**config.mk**
```make
export PLATFORM = sky130hd
export DESIGN_NAME = calendar_date_advance_core
export DESIGN_NICKNAME = d
export VERILOG_FILES = /design/src/rtl/cda_pkg.sv /design/src/rtl/calendar_date_advance_core.sv /design/src/rtl/cda_date_unit.sv
export VERILOG_INCLUDE_DIRS = /design/src /design/src/rtl
export SDC_FILE = /design/constraint.sdc
export NUM_CORES = 1
export LEC_CHECK = 0
export ABC_AREA = 1
export BUFFER_PORTS_ARGS = -buffer_cell sky130_fd_sc_hd__buf_2
export CORE_ASPECT_RATIO = 1.4
export CORE_MARGIN = 2
export CORE_UTILIZATION = 55
export DETAILED_ROUTE_END_ITERATION = 10
export PLACE_DENSITY = 0.76
export SLEW_MARGIN = 20
export SYNTH_ARGS = -nofsm -noshare
export SYNTH_HDL_FRONTEND = slang
export SYNTH_SLANG_ARGS = --single-unit
```
**constraint.sdc**
```tcl
create_clock -name clk_i -period 16.9 [get_ports clk_i]
set_input_delay 0.845 -clock clk_i [delete_from_list [all_inputs] [get_ports clk_i]]
set_output_delay 0.845 -clock clk_i [all_outputs]
set_load 0.01 [all_outputs]
```
**src/rtl/calendar_date_advance_core_assert.svh**
```systemverilog
// assertion macros for the calendar date advance core
`ifndef CALENDAR_DATE_ADVANCE_CORE_ASSERT_SVH
`define CALENDAR_DATE_ADVANCE_CORE_ASSERT_SVH
`ifndef SYNTHESIS
// checked only out of reset
`define CDA_ASSERT(lbl, prop) \
  lbl: assert property (@(posedge clk_i) disable iff (!rst_ni) prop) \
    else $error("cda assertion failed");
// checked also while reset is applied
`define CDA_ASSERT_ALWAYS(lbl, prop) \
  lbl: assert property (@(posedge clk_i) prop) \
    else $error("cda assertion failed");
`else
`define CDA_ASSERT(lbl, prop)
`define CDA_ASSERT_ALWAYS(lbl, prop)
`endif
`endif

```
**src/rtl/cda_pkg.sv**
```systemverilog
// shared types and constants of the calendar date advance core
`default_nettype none

package cda_pkg;

  localparam int unsigned COUNT_BITS_DEF = 16;
  localparam int unsigned DAY_COUNT_W    = 16;
  localparam int unsigned IN_DATA_W      = 40;
  localparam int unsigned OUT_DATA_W     = 48;

  localparam logic [11:0] YEAR_MIN  = 12'd1900;
  localparam logic [11:0] YEAR_MAX  = 12'd2100;
  localparam logic [11:0] YEAR_TOP  = 12'd4095;
  localparam logic [3:0]  MONTH_JAN = 4'd1;
  localparam logic [3:0]  MONTH_DEC = 4'd12;
  localparam logic [4:0]  DAY_FIRST = 5'd1;
  localparam logic [4:0]  DAY_LAST  = 5'd31;

  localparam logic OP_SET     = 1'b0;
  localparam logic OP_ADVANCE = 1'b1;

  typedef enum logic [1:0] {
    STAT_OK        = 2'd0,
    STAT_BAD_MONTH = 2'd1,
    STAT_BAD_YEAR  = 2'd2,
    STAT_BAD_DAY   = 2'd3
  } status_e;

  typedef struct packed {
    logic [3:0]  month;
    logic [4:0]  day;
    logic [11:0] year;
  } date_t;

  // result of the shared date unit
  typedef struct packed {
    logic [4:0] mlen;
    logic       day_lt;
    logic       day_le;
    date_t      nxt;
  } step_t;

endpackage

`default_nettype wire

```
**src/rtl/calendar_date_advance_core.sv**
```systemverilog
// top level of the calendar date advance core: sequencer, date state, stream ports
`default_nettype none

// Gregorian date counter (month, day, year), reset to 1900-01-01. Each input
// beat gives exactly one output beat with the date before and after it. A set
// beat (tuser = 0) checks month 1..12, then year 1900..2100, then day against
// the requested month length (Feb 29 in leap years); status names the first
// failing field and the date is only written when all pass. An advance beat
// (tuser = 1) steps the date one day per clock through the shared date unit,
// using the low COUNT_BITS bits of day_count (all of it if COUNT_BITS > 16),
// and holds at 4095-12-31. A set passes through the check state and then the
// output load; an advance steps until the count runs out or the top date is
// reached and then loads the output. The core takes one beat at a time:
// s_axis_tready is high only while no item is in work, and a finished result
// waits for the output register to free up if the sink stalls.
module calendar_date_advance_core #(
  parameter int unsigned COUNT_BITS = cda_pkg::COUNT_BITS_DEF
) (
  input  logic                           clk_i,
  input  logic                           rst_ni,
  input  logic                           s_axis_tvalid,
  output logic                           s_axis_tready,
  // [3:0] set_month, [9:4] set_day, [21:10] set_year, [37:22] day_count
  input  logic [cda_pkg::IN_DATA_W-1:0]  s_axis_tdata,
  // [0] op
  input  logic                           s_axis_tuser,
  output logic                           m_axis_tvalid,
  input  logic                           m_axis_tready,
  // [3:0] prev_month, [8:4] prev_day, [20:9] prev_year, [24:21] cur_month,
  // [29:25] cur_day, [41:30] cur_year, [43:42] status
  output logic [cda_pkg::OUT_DATA_W-1:0] m_axis_tdata
);
  import cda_pkg::*;

  `include "calendar_date_advance_core_assert.svh"

  localparam int unsigned LoadW = (COUNT_BITS < DAY_COUNT_W) ? COUNT_BITS : DAY_COUNT_W;

  // sequencer codes
  localparam logic [1:0] ST_IDLE = 2'd0;
  localparam logic [1:0] ST_SET  = 2'd1;
  localparam logic [1:0] ST_ADV  = 2'd2;
  localparam logic [1:0] ST_DONE = 2'd3;

  logic [1:0]            state_q, state_d;
  date_t                 date_q, date_d;
  date_t                 prev_q;
  status_e               status_q, status_d;
  logic [3:0]            set_month_q;
  logic [5:0]            set_day_q;
  logic [11:0]           set_year_q;
  logic [COUNT_BITS-1:0] cnt_q, cnt_d;
  logic                  m_tvalid_q;
  logic [OUT_DATA_W-1:0] m_tdata_q;

  // input beat fields
  logic [3:0]             in_month;
  logic [5:0]             in_day;
  logic [11:0]            in_year;
  logic [DAY_COUNT_W-1:0] in_count;
  logic [COUNT_BITS-1:0]  cnt_load;
  logic                   in_accept;
  logic                   out_free;

  // shared unit operands and result
  logic [3:0]  u_month;
  logic [5:0]  u_day;
  logic [11:0] u_year;
  step_t       step;
  logic        at_top;

  assign in_month  = s_axis_tdata[3:0];
  assign in_day    = s_axis_tdata[9:4];
  assign in_year   = s_axis_tdata[21:10];
  assign in_count  = s_axis_tdata[37:22];
  assign cnt_load  = COUNT_BITS'(in_count[LoadW-1:0]);

  assign s_axis_tready = (state_q == ST_IDLE);
  assign in_accept     = s_axis_tvalid && s_axis_tready;
  assign out_free      = !m_tvalid_q || m_axis_tready;

  // set check uses the requested fields, advance uses the stored date
  assign u_month = (state_q == ST_SET) ? set_month_q : date_q.month;
  assign u_day   = (state_q == ST_SET) ? set_day_q   : {1'b0, date_q.day};
  assign u_year  = (state_q == ST_SET) ? set_year_q  : date_q.year;

  cda_date_unit u_date_unit (
    .month_i (u_month),
    .day_i   (u_day),
    .year_i  (u_year),
    .step_o  (step)
  );

  assign at_top = (date_q.year == YEAR_TOP) && (date_q.month == MONTH_DEC)
                  && (date_q.day >= DAY_LAST);

  always_comb begin
    state_d  = state_q;
    date_d   = date_q;
    cnt_d    = cnt_q;
    status_d = status_q;
    unique case (state_q)
      ST_IDLE: begin
        if (s_axis_tvalid) begin
          state_d  = (s_axis_tuser == OP_SET) ? ST_SET : ST_ADV;
          status_d = STAT_OK;
          cnt_d    = cnt_load;
        end
      end
      ST_SET: begin
        // first failing field wins: month, then year, then day
        priority if (set_month_q < MONTH_JAN || set_month_q > MONTH_DEC) begin
          status_d = STAT_BAD_MONTH;
        end else if (set_year_q < YEAR_MIN || set_year_q > YEAR_MAX) begin
          status_d = STAT_BAD_YEAR;
        end else if (set_day_q == 6'd0 || !step.day_le) begin
          status_d = STAT_BAD_DAY;
        end else begin
          status_d     = STAT_OK;
          date_d.month = set_month_q;
          date_d.day   = set_day_q[4:0];
          date_d.year  = set_year_q;
        end
        state_d = ST_DONE;
      end
      ST_ADV: begin
        // one day per cycle until the count runs out or the top date
        if ((cnt_q != '0) && !at_top) begin
          date_d = step.nxt;
          cnt_d  = cnt_q - COUNT_BITS'(1);
        end else begin
          state_d = ST_DONE;
        end
      end
      ST_DONE: begin
        if (out_free) begin
          state_d = ST_IDLE;
        end
      end
      default: state_d = ST_IDLE;
    endcase
  end

  // control state and the stored date
  always_ff @(posedge clk_i or negedge rst_ni) begin
    if (!rst_ni) begin
      state_q    <= ST_IDLE;
      date_q     <= '{month: MONTH_JAN, day: DAY_FIRST, year: YEAR_MIN};
      m_tvalid_q <= 1'b0;
    end else begin
      state_q <= state_d;
      date_q  <= date_d;
      if (state_q == ST_DONE && out_free) begin
        m_tvalid_q <= 1'b1;
      end else if (m_axis_tready) begin
        m_tvalid_q <= 1'b0;
      end
    end
  end

  // payload registers
  always_ff @(posedge clk_i) begin
    cnt_q    <= cnt_d;
    status_q <= status_d;
    if (in_accept) begin
      prev_q      <= date_q;
      set_month_q <= in_month;
      set_day_q   <= in_day;
      set_year_q  <= in_year;
    end
    if (state_q == ST_DONE && out_free) begin
      m_tdata_q <= {4'b0, status_q, date_q.year, date_q.day, date_q.month,
                    prev_q.year, prev_q.day, prev_q.month};
    end
  end

  assign m_axis_tvalid = m_tvalid_q;
  assign m_axis_tdata  = m_tdata_q;

  // stored month is always a real month
  `CDA_ASSERT(a_month_range, (date_q.month >= MONTH_JAN) && (date_q.month <= MONTH_DEC))
  // a rejected set leaves the date alone
  `CDA_ASSERT(a_reject_keeps, (state_q == ST_SET) && (status_d != STAT_OK) |=> $stable(date_q))
  // each advancing cycle takes exactly one off the count
  `CDA_ASSERT(a_cnt_step, (state_q == ST_ADV) && (cnt_q != '0) && !at_top |=> cnt_q == $past(cnt_q) - COUNT_BITS'(1))
  // the date never moves past the top
  `CDA_ASSERT(a_top_holds, (state_q == ST_ADV) && at_top |=> $stable(date_q))
  // no input taken while an item is in work
  `CDA_ASSERT_ALWAYS(a_ready_idle, s_axis_tready |-> (state_q == ST_IDLE))

endmodule

`default_nettype wire

```
**src/rtl/cda_date_unit.sv**
```systemverilog
// shared date unit: month length, day compare and next-day increment
`default_nettype none

module cda_date_unit (
  input  logic [3:0]    month_i,
  input  logic [5:0]    day_i,
  input  logic [11:0]   year_i,
  output cda_pkg::step_t step_o
);
  import cda_pkg::*;

  // leap test without a divider: y/100 by reciprocal, exact for 12-bit years
  function automatic logic is_leap(input logic [11:0] yr);
    logic [24:0] prod;
    logic [5:0]  q;
    logic [11:0] c100;
    logic        div100;
    logic        div400;
    prod   = 25'(yr) * 25'd5243;
    q      = prod[24:19];
    c100   = {q, 6'b0} + {1'b0, q, 5'b0} + {4'b0, q, 2'b0};
    div100 = (c100 == yr);
    div400 = div100 && (q[1:0] == 2'b00);
    return div400 || (!div100 && (yr[1:0] == 2'b00));
  endfunction

  logic [4:0] mlen;
  logic       leap;

  assign leap = is_leap(year_i);

  always_comb begin
    unique case (month_i)
      4'd2:                                     mlen = leap ? 5'd29 : 5'd28;
      4'd4, 4'd6, 4'd9, 4'd11:                  mlen = 5'd30;
      4'd1, 4'd3, 4'd5, 4'd7, 4'd8, 4'd10, 4'd12: mlen = 5'd31;
      default:                                  mlen = 5'd0;
    endcase
  end

  always_comb begin
    step_o.mlen   = mlen;
    step_o.day_lt = day_i < {1'b0, mlen};
    step_o.day_le = day_i <= {1'b0, mlen};
    if (step_o.day_lt) begin
      step_o.nxt.month = month_i;
      step_o.nxt.day   = day_i[4:0] + 5'd1;
      step_o.nxt.year  = year_i;
    end else if (month_i < MONTH_DEC) begin
      step_o.nxt.month = month_i + 4'd1;
      step_o.nxt.day   = DAY_FIRST;
      step_o.nxt.year  = year_i;
    end else begin
      step_o.nxt.month = MONTH_JAN;
      step_o.nxt.day   = DAY_FIRST;
      step_o.nxt.year  = year_i + 12'd1;
    end
  end

endmodule

`default_nettype wire
```
==> impl_metrics.py <==
metrics = {
    "status": {
        "status": "finished, final reports clean",
    },
    "clock_network": {
        "insertion_delay_ns": 0.41,
        "ctsRootBufferMaster": "clkbuf_16",
        "cts_buffers": 17,
        "postCtsSetupBuffers": 0,
        "clkTransAtPathRegs_ns": 0.05,
        "hold_buffers": 0,
        "cts_resized": 0,
        "cts_sinks": 129,
        "h-tree-depth": 4,
        "tritoncts": "done",
        "clockBufferDepth": 2,
    },
    "routing": {
        "dr_total_vias": 7108,
        "wl_per_cell_um": 14.9,
        "first_pass_iters": 5,
        "antenna_left": 0,
        "route.detailed.drc": 0,
        "wl_um": 20400,
        "routed_via_density": 5.21,
        "drtIter0Drc": 492,
    },
    "timing": {
        "max_slew_margin_pct": 59.3,
        "clock-skew-final_ns": 0.00795,
        "fmax_ghz": 0.0966,
        "maxSlewViolCount": 0,
        "finalCritPeriodShare_pct": 61.3,
        "hold_viol": 0,
        "rsz0062_at_grt": "no",
        "min_period_ns": 10.35,
        "finalSetupTns_ns": 0,
        "setup_viol": 0,
        "worstMarginPinSlew_ns": 0.611,
    },
    "synthesis": {
        "synth_top_area_share_pct": 33.0,
        "ys_seq_area_share_pct": 39.4,
        "syn_area_mm2": 0.00955,
        "yosysUniqueCellTypes": 57,
        "ys_top_cells_by_area": "edfxtp_1 (33%), ha_1 (14%), fa_1 (8.6%), nand2_1 (7.9%), inv_1 (7.0%)",
        "synth-seq-cells": 129,
        "synth_common_cells": "nand2_1 (201), inv_1 (177), ha_1 (109)",
        "synth_edf_count": 105,
        "synth_top_cell_by_area": "edfxtp_1",
        "syn_area_per_cell_um2": 9.36,
        "async_flop_share_pct": 18.6,
        "synthCells": 1021,
        "synthFlopType": "edfxtp_1",
        "synth.most_common_cell": "nand2_1",
        "yosys_warnings": 0,
    },
    "worst_setup_path": {
        "arrival_ns": 10.63,
        "path_buf_inv": 10,
        "cp-start-kind": "flip-flop",
        "crit_fanout": 45,
        "r2r_end": "date_q[15]$_DFFE_PN0P_",
        "r2r_start": "state_q[1]$_DFFE_PN0P_",
        "path_delay_family": "adder cells",
        "reg2reg_depth": 56,
        "cpMostUsedCell": "nand2_1",
        "worstPathRequired_ns": 17.17,
        "max_stage_delay_ns": 0.54,
        "r2r_slack_ns": 6.55,
        "critPathSlowestCell": "fa_1",
        "endpoint_kind": "flip-flop",
        "worst-setup-path-type": "reg2reg",
    },
    "die": {
        "io_pins": 95,
        "die_area_mm2": 0.0185,
        "die_h_um": 160,
        "start_util_pct": 55.6,
        "fp.dieW_um": 115,
        "rows": 57,
        "coreArea_mm2": 0.0172,
    },
    "final_layout": {
        "drive_above_1_share_pct": 16.4,
        "fin_nets": 1311,
        "area_delta_synth_final_pct": 13.0,
        "design_area_mm2": 0.0108,
        "fill_cells": 1378,
        "n_antenna_cell": 0,
    },
    "hold_path": {
        "whs_path_depth": 0,
        "holdPathEnd": "m_axis_tdata[18]$_DFFE_PP_",
        "hp-class": "reg2reg",
        "hp-start": "prev_q[9]$_DFFE_PP_",
    },
    "place": {
        "placed_area_mm2": 0.0102,
        "place_hpwl_um": 16100,
        "port_buffers": 88,
        "place.gp.congestion": 0.892,
    },
    "flow_run": {
        "drv_cap": 0,
    },
    "grt": {
        "grt_max_degree": 48,
        "grt_pass1_vias": 7100,
        "overflow": 0,
        "antenna_found_initial": 0,
        "grt_pass1_wl_um": 33300,
        "grt_use_total_pct": 23.1,
    },
}
flip-flops by register name, summed over array words and instances, names as in the netlist:
name           cells
cnt_q             16
date_q            21
m_axis_tdata      44
m_axis_tvalid      1
prev_q            21
set_day_q          6
set_month_q        4
set_year_q        12
state_q            2
status_q           2
worst register-to-register path: cells and delay by family, from the launching register on:
kind / cells / cell delay (ns)
fa+ha+maj: 12 / 4.16
simple gates: 28 / 3.48
buf+inv: 10 / 1.35
compound gates: 6 / 0.84
flops: 1 / 0.40
layout make-up:
type                            instances  area [um2]  area share [%]
Clock buffer                           26         489            4.53
Tap cell                              236         295            2.74
Timing Repair Buffer                   93         478            4.43
Inverter                              186         707            6.55
Clock inverter                          6         109            1.01
Multi-Input combinational cell        689        4950            45.9
Sequential cell                       129        3760            34.9
per-layer routing:
layer / part of all wire, % / up-vias / GRT usage, %
li1: - / 3578 / -
met1: 38 / 3285 / 25.8
met2: 55 / 199 / 43.1
met3: 3.6 / 46 / 2.88
met4: 3.4 / 0 / 9.75
met5: 0 / - / 0
how the worst max path moves through the flow:
stage,startpoint,to,depth (start not counted)
after floorplan,state_q[1]$_DFFE_PN0P_,date_q[7]$_DFFE_PN0P_,61
after global placement,state_q[1]$_DFFE_PN0P_,date_q[7]$_DFFE_PN0P_,56
after detailed placement,state_q[1]$_DFFE_PN0P_,date_q[20]$_DFFE_PN0P_,56
after CTS,state_q[1]$_DFFE_PN0P_,date_q[15]$_DFFE_PN0P_,56
after global routing,state_q[1]$_DFFE_PN0P_,date_q[20]$_DFFE_PN0P_,56
final,state_q[1]$_DFFE_PN0P_,date_q[15]$_DFFE_PN0P_,56
cell usage in the layout (no fill, tap or decap), types with 7 or more instances in the layout:
cell type	count
a21oi_1	45
a31oi_1	9
buf_2	88
clkbuf_16	17
dfrtp_1	15
dfstp_2	9
edfxtp_1	105
fa_1	41
ha_1	108
inv_1	176
inv_2	7
nand2_1	201
nand3_1	43
nand4_1	16
nor2_1	64
nor3_1	8
o21ai_0	40
o21ai_1	18
o21ai_2	13
xor2_1	9
cell families (layout without fill, tap and decap cells):
group / after synthesis / after routing / synth area share [%]
XOR/XNOR: 15 / 15 / 1.38
other: 1 / 4 / 0.0393
adder cells (fa/ha/maj): 150 / 150 / 22.9
AND/OR/NAND/NOR: 371 / 371 / 17.8
flip-flops: 129 / 129 / 39.4
buffers and inverters: 206 / 311 / 9.09
AO/OA/AOI/OAI: 149 / 149 / 9.43
stage by stage:
step                      hold slack (ns)  setup slack, ns  util [%]  std cells
after floorplan                     0.400             8.28         -       1024
after global placement              0.401             6.78      59.3       1333
after detailed placement            0.405             6.65      59.3       1333
after CTS                           0.412             6.56      62.8       1365
after global routing                0.420             5.74      62.8       1365
final                               0.414             6.55      62.8       1365
Power is not shown: default switching activity piles up to over one toggle a cycle in this logic, so the estimate is an artifact.
